<file path="config.mk">
export PLATFORM = sky130hd
export DESIGN_NAME = addressable_led_frame_encoder
export DESIGN_NICKNAME = d
export VERILOG_FILES = /design/src/hw/rtl/ledfe_pkg.sv /design/src/hw/rtl/addressable_led_frame_encoder.sv /design/src/hw/rtl/ledfe_front.sv /design/src/hw/rtl/ledfe_queue.sv /design/src/hw/rtl/ledfe_back.sv
export SDC_FILE = /design/constraint.sdc
export NUM_CORES = 1
export LEC_CHECK = 0
export BUFFER_PORTS_ARGS = -buffer_cell sky130_fd_sc_hd__buf_2
export CORE_ASPECT_RATIO = 1.5
export CORE_UTILIZATION = 41
export CTS_CLUSTER_SIZE = 14
export DETAILED_ROUTE_END_ITERATION = 7
export GPL_TIMING_DRIVEN = 0
export PLACE_DENSITY = 0.58
export SETUP_SLACK_MARGIN = 0.5
export SLEW_MARGIN = 30
export SYNTH_ARGS = -nofsm -noshare
export SYNTH_HDL_FRONTEND = slang
export SYNTH_SLANG_ARGS = --single-unit
</file>
<file path="constraint.sdc">
create_clock -name clock -period 16.2 [get_ports clock]
set_clock_uncertainty 0.2 [all_clocks]
set_input_delay 3.24 -clock clock [delete_from_list [all_inputs] [get_ports clock]]
set_output_delay 3.24 -clock clock [all_outputs]
set_load 0.1 [all_outputs]
</file>
<file path="src/hw/rtl/ledfe_pkg.sv">
// shared types and constants for the addressable led frame encoder
package ledfe_pkg;

   // op codes on the request channel
   localparam logic OP_FILL = 1'b0;
   localparam logic OP_SLOT = 1'b1;

   // configuration register indexes
   localparam logic CSR_DUTY_ONE  = 1'b0;
   localparam logic CSR_DUTY_ZERO = 1'b1;

   // register reset values
   localparam logic [7:0] DUTY_ONE_RESET  = 8'd60;
   localparam logic [7:0] DUTY_ZERO_RESET = 8'd30;

   // each pixel is 24 bit slots, green red blue, msb first
   localparam logic [4:0] BIT_LAST = 5'd23;

   // kind of work handed from front to back
   typedef enum logic {
      CMD_FILL,
      CMD_SLOT
   } cmd_kind_type;

   // one queued item
   typedef struct packed {
      cmd_kind_type kind;
      logic [7:0]   head;
      logic [7:0]   tail;
      logic [23:0]  colour;
   } cmd_type;

   // back end sequencer states
   typedef enum logic [1:0] {
      ST_IDLE,
      ST_FILL,
      ST_READ,
      ST_EMIT
   } back_state_type;

endpackage

</file>
<file path="src/hw/rtl/addressable_led_frame_encoder.sv">
// Top level of the addressable led frame encoder.
// A slot item is dequeued by the back end when idle, its pixel is read from memory in the read state
// and its duty is emitted as a registered strobe; a fill item holds the back end while it writes its range.
// The back end takes the next item only once back in idle, but the queue can accept items meanwhile.
// Reset: synchronous, active high; clears queue, slot position and written flags, and restores duty registers.
// The result strobe lasts one cycle; the receiver cannot stall it.
module addressable_led_frame_encoder
   import ledfe_pkg::*;
#(
   parameter int PIXEL_COUNT  = 32,
   parameter int RESET_PIXELS = 10
) (
   input  logic       clock,
   input  logic       reset,
   input  logic       start,
   output logic       busy,
   input  logic       req_op,
   input  logic [7:0] req_head,
   input  logic [7:0] req_tail,
   input  logic [7:0] req_red,
   input  logic [7:0] req_green,
   input  logic [7:0] req_blue,
   output logic       rsp_valid,
   output logic [7:0] rsp_duty,
   output logic       rsp_frame_end,
   input  logic       csr_we,
   input  logic       csr_index,
   input  logic [7:0] csr_wdata
);

   logic [7:0] duty_one_val_ff;
   logic [7:0] duty_zero_val_ff;
   logic       push;
   cmd_type    push_cmd;
   logic       pop;
   logic       full;
   logic       empty;
   cmd_type    head_cmd;

   // configuration registers
   always_ff @(posedge clock) begin
      if (reset) begin
         duty_one_val_ff  <= DUTY_ONE_RESET;
         duty_zero_val_ff <= DUTY_ZERO_RESET;
      end else begin
         if (csr_we) begin
            unique case (csr_index)
               CSR_DUTY_ONE:  duty_one_val_ff  <= csr_wdata;
               CSR_DUTY_ZERO: duty_zero_val_ff <= csr_wdata;
            endcase
         end
      end
   end

   assign busy = full;

   ledfe_front #(
      .PIXEL_COUNT (PIXEL_COUNT)
   ) u_front (
      .start      (start),
      .queue_full (full),
      .req_op     (req_op),
      .req_head   (req_head),
      .req_tail   (req_tail),
      .req_red    (req_red),
      .req_green  (req_green),
      .req_blue   (req_blue),
      .push       (push),
      .push_cmd   (push_cmd)
   );

   ledfe_queue u_queue (
      .clock    (clock),
      .reset    (reset),
      .push     (push),
      .push_cmd (push_cmd),
      .pop      (pop),
      .full     (full),
      .empty    (empty),
      .head_cmd (head_cmd)
   );

   ledfe_back #(
      .PIXEL_COUNT  (PIXEL_COUNT),
      .RESET_PIXELS (RESET_PIXELS)
   ) u_back (
      .clock         (clock),
      .reset         (reset),
      .empty         (empty),
      .head_cmd      (head_cmd),
      .pop           (pop),
      .duty_one      (duty_one_val_ff),
      .duty_zero     (duty_zero_val_ff),
      .rsp_valid     (rsp_valid),
      .rsp_duty      (rsp_duty),
      .rsp_frame_end (rsp_frame_end)
   );

endmodule

</file>
<file path="src/hw/rtl/ledfe_front.sv">
// front end: accepts request items and classifies them for the queue
module ledfe_front
   import ledfe_pkg::*;
#(
   parameter int PIXEL_COUNT = 32
) (
   input  logic       start,
   input  logic       queue_full,
   input  logic       req_op,
   input  logic [7:0] req_head,
   input  logic [7:0] req_tail,
   input  logic [7:0] req_red,
   input  logic [7:0] req_green,
   input  logic [7:0] req_blue,
   output logic       push,
   output cmd_type    push_cmd
);

   logic accept;
   logic fill_empty;

   // an item is taken whenever start is high and the queue has room
   assign accept = start && !queue_full;

   // a fill whose range is empty or starts beyond the chain writes nothing
   assign fill_empty = (req_head > req_tail) || (req_head >= 8'(PIXEL_COUNT));

   // classify and forward, dropping fills that do nothing
   always_comb begin
      push_cmd.kind   = (req_op == OP_SLOT) ? CMD_SLOT : CMD_FILL;
      push_cmd.head   = req_head;
      push_cmd.tail   = req_tail;
      push_cmd.colour = {req_green, req_red, req_blue};
      push            = accept && ((req_op == OP_SLOT) || !fill_empty);
   end

endmodule

</file>
<file path="src/hw/rtl/ledfe_queue.sv">
// two entry command queue between front and back
module ledfe_queue
   import ledfe_pkg::*;
(
   input  logic    clock,
   input  logic    reset,
   input  logic    push,
   input  cmd_type push_cmd,
   input  logic    pop,
   output logic    full,
   output logic    empty,
   output cmd_type head_cmd
);

   cmd_type    entry_ff [2];
   logic       wr_ptr_ff, wr_ptr_in;
   logic       rd_ptr_ff, rd_ptr_in;
   logic [1:0] count_ff, count_in;

   assign full     = (count_ff == 2'd2);
   assign empty    = (count_ff == 2'd0);
   assign head_cmd = entry_ff[rd_ptr_ff];

   // pointer and count update
   always_comb begin
      wr_ptr_in = push ? !wr_ptr_ff : wr_ptr_ff;
      rd_ptr_in = pop  ? !rd_ptr_ff : rd_ptr_ff;
      count_in  = count_ff + 2'(push) - 2'(pop);
   end

   always_ff @(posedge clock) begin
      if (reset) begin
         wr_ptr_ff <= 1'b0;
         rd_ptr_ff <= 1'b0;
         count_ff  <= 2'd0;
      end else begin
         wr_ptr_ff <= wr_ptr_in;
         rd_ptr_ff <= rd_ptr_in;
         count_ff  <= count_in;
      end
   end

   // entry storage
   always_ff @(posedge clock) begin
      if (push) begin
         entry_ff[wr_ptr_ff] <= push_cmd;
      end
   end

endmodule

</file>
<file path="src/hw/rtl/ledfe_back.sv">
// back end: pixel store, fill walker and frame slot serialiser
module ledfe_back
   import ledfe_pkg::*;
#(
   parameter int PIXEL_COUNT  = 32,
   parameter int RESET_PIXELS = 10
) (
   input  logic       clock,
   input  logic       reset,
   input  logic       empty,
   input  cmd_type    head_cmd,
   output logic       pop,
   input  logic [7:0] duty_one,
   input  logic [7:0] duty_zero,
   output logic       rsp_valid,
   output logic [7:0] rsp_duty,
   output logic       rsp_frame_end
);

   localparam int FRAME_PIX = PIXEL_COUNT + RESET_PIXELS;
   localparam int PW        = $clog2(FRAME_PIX);
   localparam int AW        = (PIXEL_COUNT > 1) ? $clog2(PIXEL_COUNT) : 1;

   back_state_type   state_ff, state_in;
   logic [7:0]       id_ff, id_in;
   logic [7:0]       tail_ff, tail_in;
   logic [23:0]      colour_ff, colour_in;
   logic [PW-1:0]    pix_ff, pix_in;
   logic [4:0]       bit_ff, bit_in;
   logic             valid_ff, valid_in;
   logic [7:0]       duty_ff, duty_in;
   logic             frame_end_ff, frame_end_in;

   logic [23:0]      pixel_mem [PIXEL_COUNT];
   logic [PIXEL_COUNT-1:0] written_ff;
   logic [23:0]      rd_colour_ff;
   logic             rd_written_ff;
   logic             mem_we;
   logic             mem_re;
   logic             in_pixels;
   logic             slot_bit;
   logic             fill_done;

   assign in_pixels = (pix_ff < PW'(PIXEL_COUNT));
   assign slot_bit  = rd_colour_ff[BIT_LAST - bit_ff];
   assign fill_done = (id_ff == tail_ff) || (id_ff == 8'(PIXEL_COUNT - 1));

   // sequencer
   always_comb begin
      state_in     = state_ff;
      id_in        = id_ff;
      tail_in      = tail_ff;
      colour_in    = colour_ff;
      pix_in       = pix_ff;
      bit_in       = bit_ff;
      valid_in     = 1'b0;
      duty_in      = duty_ff;
      frame_end_in = frame_end_ff;
      pop          = 1'b0;
      mem_we       = 1'b0;
      mem_re       = 1'b0;
      unique case (state_ff)
         ST_IDLE: begin
            if (!empty) begin
               pop       = 1'b1;
               id_in     = head_cmd.head;
               tail_in   = head_cmd.tail;
               colour_in = head_cmd.colour;
               state_in  = (head_cmd.kind == CMD_FILL) ? ST_FILL : ST_READ;
            end
         end
         ST_FILL: begin
            // one pixel written per cycle
            mem_we = 1'b1;
            id_in  = id_ff + 8'd1;
            if (fill_done) begin
               state_in = ST_IDLE;
            end
         end
         ST_READ: begin
            mem_re   = in_pixels;
            state_in = ST_EMIT;
         end
         ST_EMIT: begin
            valid_in     = 1'b1;
            frame_end_in = (pix_ff == PW'(FRAME_PIX - 1)) && (bit_ff == BIT_LAST);
            if (in_pixels && rd_written_ff) begin
               duty_in = slot_bit ? duty_one : duty_zero;
            end else begin
               duty_in = 8'd0;
            end
            // advance to the next slot of the frame
            if (bit_ff == BIT_LAST) begin
               bit_in = 5'd0;
               pix_in = (pix_ff == PW'(FRAME_PIX - 1)) ? '0 : pix_ff + PW'(1);
            end else begin
               bit_in = bit_ff + 5'd1;
            end
            state_in = ST_IDLE;
         end
         default: begin
            state_in = ST_IDLE;
         end
      endcase
   end

   always_ff @(posedge clock) begin
      if (reset) begin
         state_ff <= ST_IDLE;
         pix_ff   <= '0;
         bit_ff   <= 5'd0;
         valid_ff <= 1'b0;
      end else begin
         state_ff <= state_in;
         pix_ff   <= pix_in;
         bit_ff   <= bit_in;
         valid_ff <= valid_in;
      end
   end

   // working and result payload
   always_ff @(posedge clock) begin
      id_ff        <= id_in;
      tail_ff      <= tail_in;
      colour_ff    <= colour_in;
      duty_ff      <= duty_in;
      frame_end_ff <= frame_end_in;
   end

   // pixel written flags
   always_ff @(posedge clock) begin
      if (reset) begin
         written_ff <= '0;
      end else if (mem_we) begin
         written_ff[id_ff[AW-1:0]] <= 1'b1;
      end
   end

   // pixel colour memory with registered read
   always_ff @(posedge clock) begin
      if (mem_we) begin
         pixel_mem[id_ff[AW-1:0]] <= colour_ff;
      end
      if (mem_re) begin
         rd_colour_ff  <= pixel_mem[pix_ff[AW-1:0]];
         rd_written_ff <= written_ff[pix_ff[AW-1:0]];
      end else begin
         rd_written_ff <= 1'b0;
      end
   end

   assign rsp_valid     = valid_ff;
   assign rsp_duty      = duty_ff;
   assign rsp_frame_end = frame_end_ff;

endmodule

</file>
Yosys cells after proc, flatten, opt, wreduce, memory -nomap -nowiden. Memory sizes are Yosys's and may differ from the RTL's. A register that Yosys moved wholly into a read port is not among the register bits. Index checks and enable logic that the tools add are counted.

Add/sub/neg operators: 6. Order comparisons: 7. Equality and inequality tests: 10. Muxes and demuxes: 27. Bitwise gates (word level): 3. Reductions and logical operators: 21.

Operators with widths (count): bitwise OR 32 bit (1); < comparator 5 x 6 -> 1 bit (second input constant) (3); 2-to-1 mux 8 bit (2); one-hot mux 8 bit (2 select lines) (1); 2-to-1 mux 1 bit (15); AND reduction 2 bit (6); binary-select mux 1 bit (select 5 bit) (2); adder 8 x 1 -> 8 bit (second input constant) (1); equality test 8 x 5 -> 1 bit (second input constant) (1); equality test 8 bit (1); greater-or-equal comparator 8 x 6 -> 1 bit (second input constant) (1); greater-than comparator 8 bit (1); one-hot mux 2 bit (4 select lines) (1); adder 6 x 1 -> 6 bit (second input constant) (1); equality test 2 bit (second input constant) (3); equality test 6 bit (second input constant) (1); < comparator 6 bit (second input constant) (1); 2-to-1 mux 2 bit (3); 2-to-1 mux 6 bit (1); adder 5 x 1 -> 5 bit (second input constant) (1); demux 1 bit (select 5 bit) (1); equality test 5 bit (second input constant) (1); greater-or-equal comparator 5 x 1 -> 1 bit (second input constant) (1); logical AND 1 bit (5); other kinds (12) (19).

Bits in registers: 116. RAM bits: 850. Bits of input ports: 54. Logic and storage cells: 92. Memories: 2.

Memories: u_back.pixel_mem (words 32, bits a word 24, rd ports 1, clocked after Yosys merged registers in 1, wr ports 1, RTL line ledfe_back.sv:34) `logic [23:0] pixel_mem [PIXEL_COUNT];`; u_queue.entry_ff (words 2, bits a word 41, rd ports 1, clocked after Yosys merged registers in 1, wr ports 1, RTL line ledfe_queue.sv:15) `cmd_type entry_ff [2];`.

Depth between registers and ports, before layout.
Word-level depth: 7. Depth in mapped cells: 12.

Modules after synthesis. Synthesis repeated with hierarchy kept, for this count alone.

Cells, all modules: 1794. Area total of the unflattened synthesis: 38535.7 um^2.

Modules (own cells, without submodules): ledfe_back (instances 1, cells each 1507, area each 33961.3 um^2, sequential area each 26195.1 um^2); ledfe_queue (instances 1, cells each 149, area each 3382.0 um^2, sequential area each 2562.5 um^2); addressable_led_frame_encoder (instances 1, cells each 66, area each 655.6 um^2, sequential area each 320.3 um^2); ledfe_front (instances 1, cells each 72, area each 536.8 um^2, sequential area each 0.0 um^2).

Least setup slack after synthesis. Ideal clock, no wire load.

Path kind: input to register. Start point: input req_tail[1]. End point: memory u_queue.entry_ff[1][0] (netlist name) (enable). Library setup time: 0.499 ns. Arrival time: 7.252 ns. Required time: 15.501 ns. Setup slack: 8.249 ns. Cell stages on the path: 8. Path through: inv_1 ha_1 nor2b_1 o211ai_1 a21oi_1 o22ai_1 a21oi_1 nor3b_1.

Word-level cells in the longest chain between the ends: 7.

Ends and longest elaborated chain: start: declaration (RTL line addressable_led_frame_encoder.sv:19) `input logic [7:0] req_tail,`; greater-than comparator 8 bit (RTL line ledfe_front.sv:26) `assign fill_empty = (req_head > req_tail) || (req_head >= 8'(PIXEL_COUNT));`; logical OR 1 bit (RTL line ledfe_front.sv:26); logical NOT 1 bit (RTL line ledfe_front.sv:34) `push = accept && ((req_op == OP_SLOT) || !fill_empty);`; logical OR 1 bit (RTL line ledfe_front.sv:34); logical AND 1 bit (RTL line ledfe_front.sv:34); 2-to-1 mux 1 bit (RTL line ledfe_queue.sv:45) `if (push) begin`; 2-to-1 mux 1 bit (implied by the code) (RTL line ledfe_queue.sv:46) `entry_ff[wr_ptr_ff] <= push_cmd;`; end: declaration (RTL line ledfe_queue.sv:15).

Every way passes these cells.

Final worst setup path.
Start point: input req_head[7]. End point: memory u_queue.entry_ff[1][10] (netlist name) (enable).

Word-level cells in the longest chain between the ends: 7.

Ends and longest elaborated chain: start: declaration (RTL line addressable_led_frame_encoder.sv:18) `input logic [7:0] req_head,`; greater-than comparator 8 bit / greater-or-equal comparator 8 x 6 -> 1 bit (equally long branches) (RTL line ledfe_front.sv:26); logical OR 1 bit * (RTL line ledfe_front.sv:26); logical NOT 1 bit * (RTL line ledfe_front.sv:34); logical OR 1 bit * (RTL line ledfe_front.sv:34); logical AND 1 bit * (RTL line ledfe_front.sv:34); 2-to-1 mux 1 bit * (RTL line ledfe_queue.sv:45); 2-to-1 mux 1 bit (implied by the code) * (RTL line ledfe_queue.sv:46).

Every way passes the cells marked *; elsewhere a longest branch is shown, timed or not.

==> summary.md <==
| Metric | Value |
|---|---|
| Vias in the first global route | `19,199` |
| Row cnt | `136` |
| CTS Hold Buffers Added | `0` |
| CTS tree | `built` |
| Post-Syn Area per Cell | `21.60 sq um` |
| Final Slew Violations | `0` |
| Synth area leaders | `edfxtp_1 73%, mux4_2 15%, dfxtp_1 3.6%` |
| Gr ovfl total | `0` |
| Post-route insts no fill | `3,244` |
| Slew HR | `32.70%` |
| Share of layout cells above drive strength 1 | `32.03%` |
| Fillers | `7,388` |
| Worst Path Buf+Inv | `6` |
| Least-Margin Pin Slew | `1009 ps` |
| Placed cells | `3,054` |
| Largest family of logic cells by synthesized area | `multiplexers` |
| Worst setup path start | `req_head[7]` |
| Share of the synthesized area in the top cell type | `73.21%` |
| Peak supply drop | `103.7 uV` |
| Syn Nets | `1,825` |
| Setup Buffers After CTS | `0` |
| Synth top cells by count | `923 x edfxtp_1, 254 x mux4_2, 129 x nor2_1` |
| PD cells | `138.2 nW/um^2` |
| DRT iter0 DRCs | `1,499` |
| RR Startpoint | `u_back.pix_ff[1]` |
| Routed Antenna Nets | `0` |
| Fmax achieved | `166.4 MHz` |
| Post-route minimum period | `6008 ps` |
| Netlist cell types | `44` |
| Setup violators final | `0` |
| Dpl hpwl | `63,100 um` |
| Mean routed wirelength per cell | `27.66 um` |
| Core Area | `91,550 sq um` |
| Max-Cap Viols | `0` |
| Post-synth top area cell | `edfxtp_1` |
| Later-pin clock latency in the skew report | `670 ps` |
| Die area | `93,580 sq um` |
| Port bufs | `64` |
| CP endpoint kind | `flip-flop` |
| Initial antenna violation count | `0` |
| Register bit count reported by yosys | `991` |
| Final WL | `89,720 um` |
| Num CTS Buffers | `92` |
| Pwr Total | `6.138 mW` |
| Post-CTS sizing | `0` |
| Crit path max-delay family | `buffers and inverters` |
| Final #Nets | `2,068` |
| RSZ-0062 raised after global routing | `no` |
| Status | `complete, no violations` |
| Worst path required time | `16,360 ps` |
| Hold Startpoint | `duty_one_val_ff[1]` |
| Crit-path slowest cell | `nor3b_2` |
| Hold path depth | `2` |
| First-pass DRT Iterations | `5` |
| WP data arrival | `6170 ps` |
| Via density | `5.472` |
| Post-synth EDFFs | `923` |
| Fraction of registers with async set/reset | `0%` |
| CP peak stage delay | `600 ps` |
| Final hold viol count | `0` |
| R2R depth | `6` |
| Most used cell along the critical path | `buf_4` |
| Post-synthesis mux area share | `17.47%` |
| First-pass GRT wire length | `129,900 um` |
| DR DRC count | `0` |
| Clk sinks | `991` |
| Most numerous cell in the Yosys netlist | `edfxtp_1` |
| Crit Path Max Fanout | `8` |
| Leak | `13.81 nW` |
| Height of the die | `374.2 um` |
| Root buf cell | `clkbuf_16` |
| H-Tree Depth | `3` |
| Yosys warns | `0` |
| Stages on the worst setup path | `12` |
| Crit path cell chain | `buf_2 > ha_1 > a21oi_1 > o21ai_0 > o22ai_1 > a21oi_1 > nor3b_2 > buf_4 > buf_4 > buf_4 > buf_4 > buf_4` |
| Compound-cell area share of the yosys netlist | `0.6742%` |
| Longest Clk Path Bufs | `3` |
| Startpoint type of the worst setup path | `input pin` |
| Setup_tns | `0 ps` |
| Fin crit share | `37.09%` |
| Main synth FF type | `edfxtp_1` |
| Width of the die | `250.1 um` |
| XOR/XNOR share of the synthesized area | `0.5552%` |
| Post-synthesis adder-cell area fraction | `0.5949%` |
| RePlAce Congestion | `0.7901` |
| Initial Util | `41.35%` |
| Cell count after synthesis | `1,753` |
| Largest net degree at the start of global routing | `33` |
| Post-Synth Simple-Gate Area | `2.710%` |
| Layout area overhead | `17.34%` |
| Synthesized area | `37,860 sq um` |
| Reg clk slew, reported paths | `60 ps` |
| Overall Global Routing Usage | `19.54%` |
| Via Count | `17,751` |
| IO Count | `65` |
| Worst setup path class | `in2reg` |
| Tightest Hold Check Type | `reg2reg` |
| Register area share after synthesis | `76.81%` |
==> flip-flops by register name, indices dropped and copies added, names as in the netlist, 2 cells and up, named ones only <==
| register | count |
|---|---|
| duty_zero_val_ff | 8 |
| u_back.rd_colour_ff | 24 |
| duty_one_val_ff | 8 |
| u_queue.count_ff | 2 |
| u_back.id_ff | 8 |
| u_back.colour_ff | 24 |
| u_queue.entry_ff | 82 |
| u_back.tail_ff | 8 |
| u_back.bit_ff | 5 |
| u_back.pixel_mem | 768 |
| u_back.written_ff | 32 |
| u_back.state_ff | 2 |
| u_back.pix_ff | 6 |
| u_back.rsp_duty | 8 |
==> cell usage in the layout (no fill, tap or decap), types with 20 or more instances in the layout <==
cell type | Yosys | routed
edfxtp_1 | 923 | 923
buf_16 | 0 | 32
nor2_4 | 0 | 32
clkbuf_1 | 49 | 69
buf_2 | 16 | 86
dfxtp_1 | 68 | 68
mux2_2 | 57 | 57
buf_4 | 5 | 22
clkbuf_16 | 0 | 95
nor2_1 | 129 | 97
mux2i_1 | 25 | 25
nand2_1 | 49 | 49
buf_8 | 0 | 20
mux4_2 | 254 | 254
nand3_1 | 24 | 24
==> worst reg2reg max path, cell delays in order, from the launching register on <==
cell      delay, ps
dfxtp_1         370
clkbuf_1        370
clkbuf_1        800
buf_1           800
mux4_2          440
mux4_2          550
mux2_2          310
==> metrics by stage <==
stage | instance area [sq um] | worst slack (ps) | util [%] | hold slack, ps
3_3_place_gp | 39650 | 6143 | 43.31 | 241.7
3_5_place_dp | 41150 | 9374 | 44.95 | 254.4
2_1_floorplan | 37860 | 8249 | - | 234.8
6_report | 44420 | 10190 | 48.52 | 261.0
4_1_cts | 44160 | 10050 | 48.24 | 263.0
5_1_grt | 44420 | 9905 | 48.52 | 285.4
==> kinds of logic after synthesis <==
logic type | after synthesis
AO/OA/AOI/OAI | 40
XOR/XNOR | 24
adder cells (fa/ha/maj) | 18
buffers and inverters | 106
flip-flops | 991
multiplexers | 336
AND/OR/NAND/NOR | 238
==> final timing paths <==
check	end	slack, ps
max	u_queue.entry_ff[1][10]	10190
min	duty_one_val_ff[1]	260
max reg2reg	u_back.rd_colour_ff[9]	12120
min reg2reg	duty_one_val_ff[1]	260
==> final cells by class <==
cell class	count	area (sq um)	area share, %
clock inverter	47	508.0	1.144
antenna	1	2.502	0.005633
tap	1173	1468	3.304
sequential	991	29080	65.46
timing repair buffer	149	1809	4.073
multi-input combinational	656	8589	19.34
inverter	19	71.32	0.1605
clock buffer	121	2505	5.639
buffer	87	391.6	0.8816
==> routing by layer <==
metal	share of wire [%]	up-vias	GRT usage [%]
met3	4.7	142	3.054
li1	-	7684	-
met1	34	9398	20.90
met2	58	527	37.85
met5	0	-	0
met4	3.3	0	7.593
==> power by group <==
group	leakage [nW]	switching (mW)	internal, mW
logic	3.45	0.434	0.212
registers	8.89	0.134	3.18
clock network	1.47	0.928	1.25
total	13.8	1.50	4.64
No activity file was read; power rests on OpenSTA's default activity.
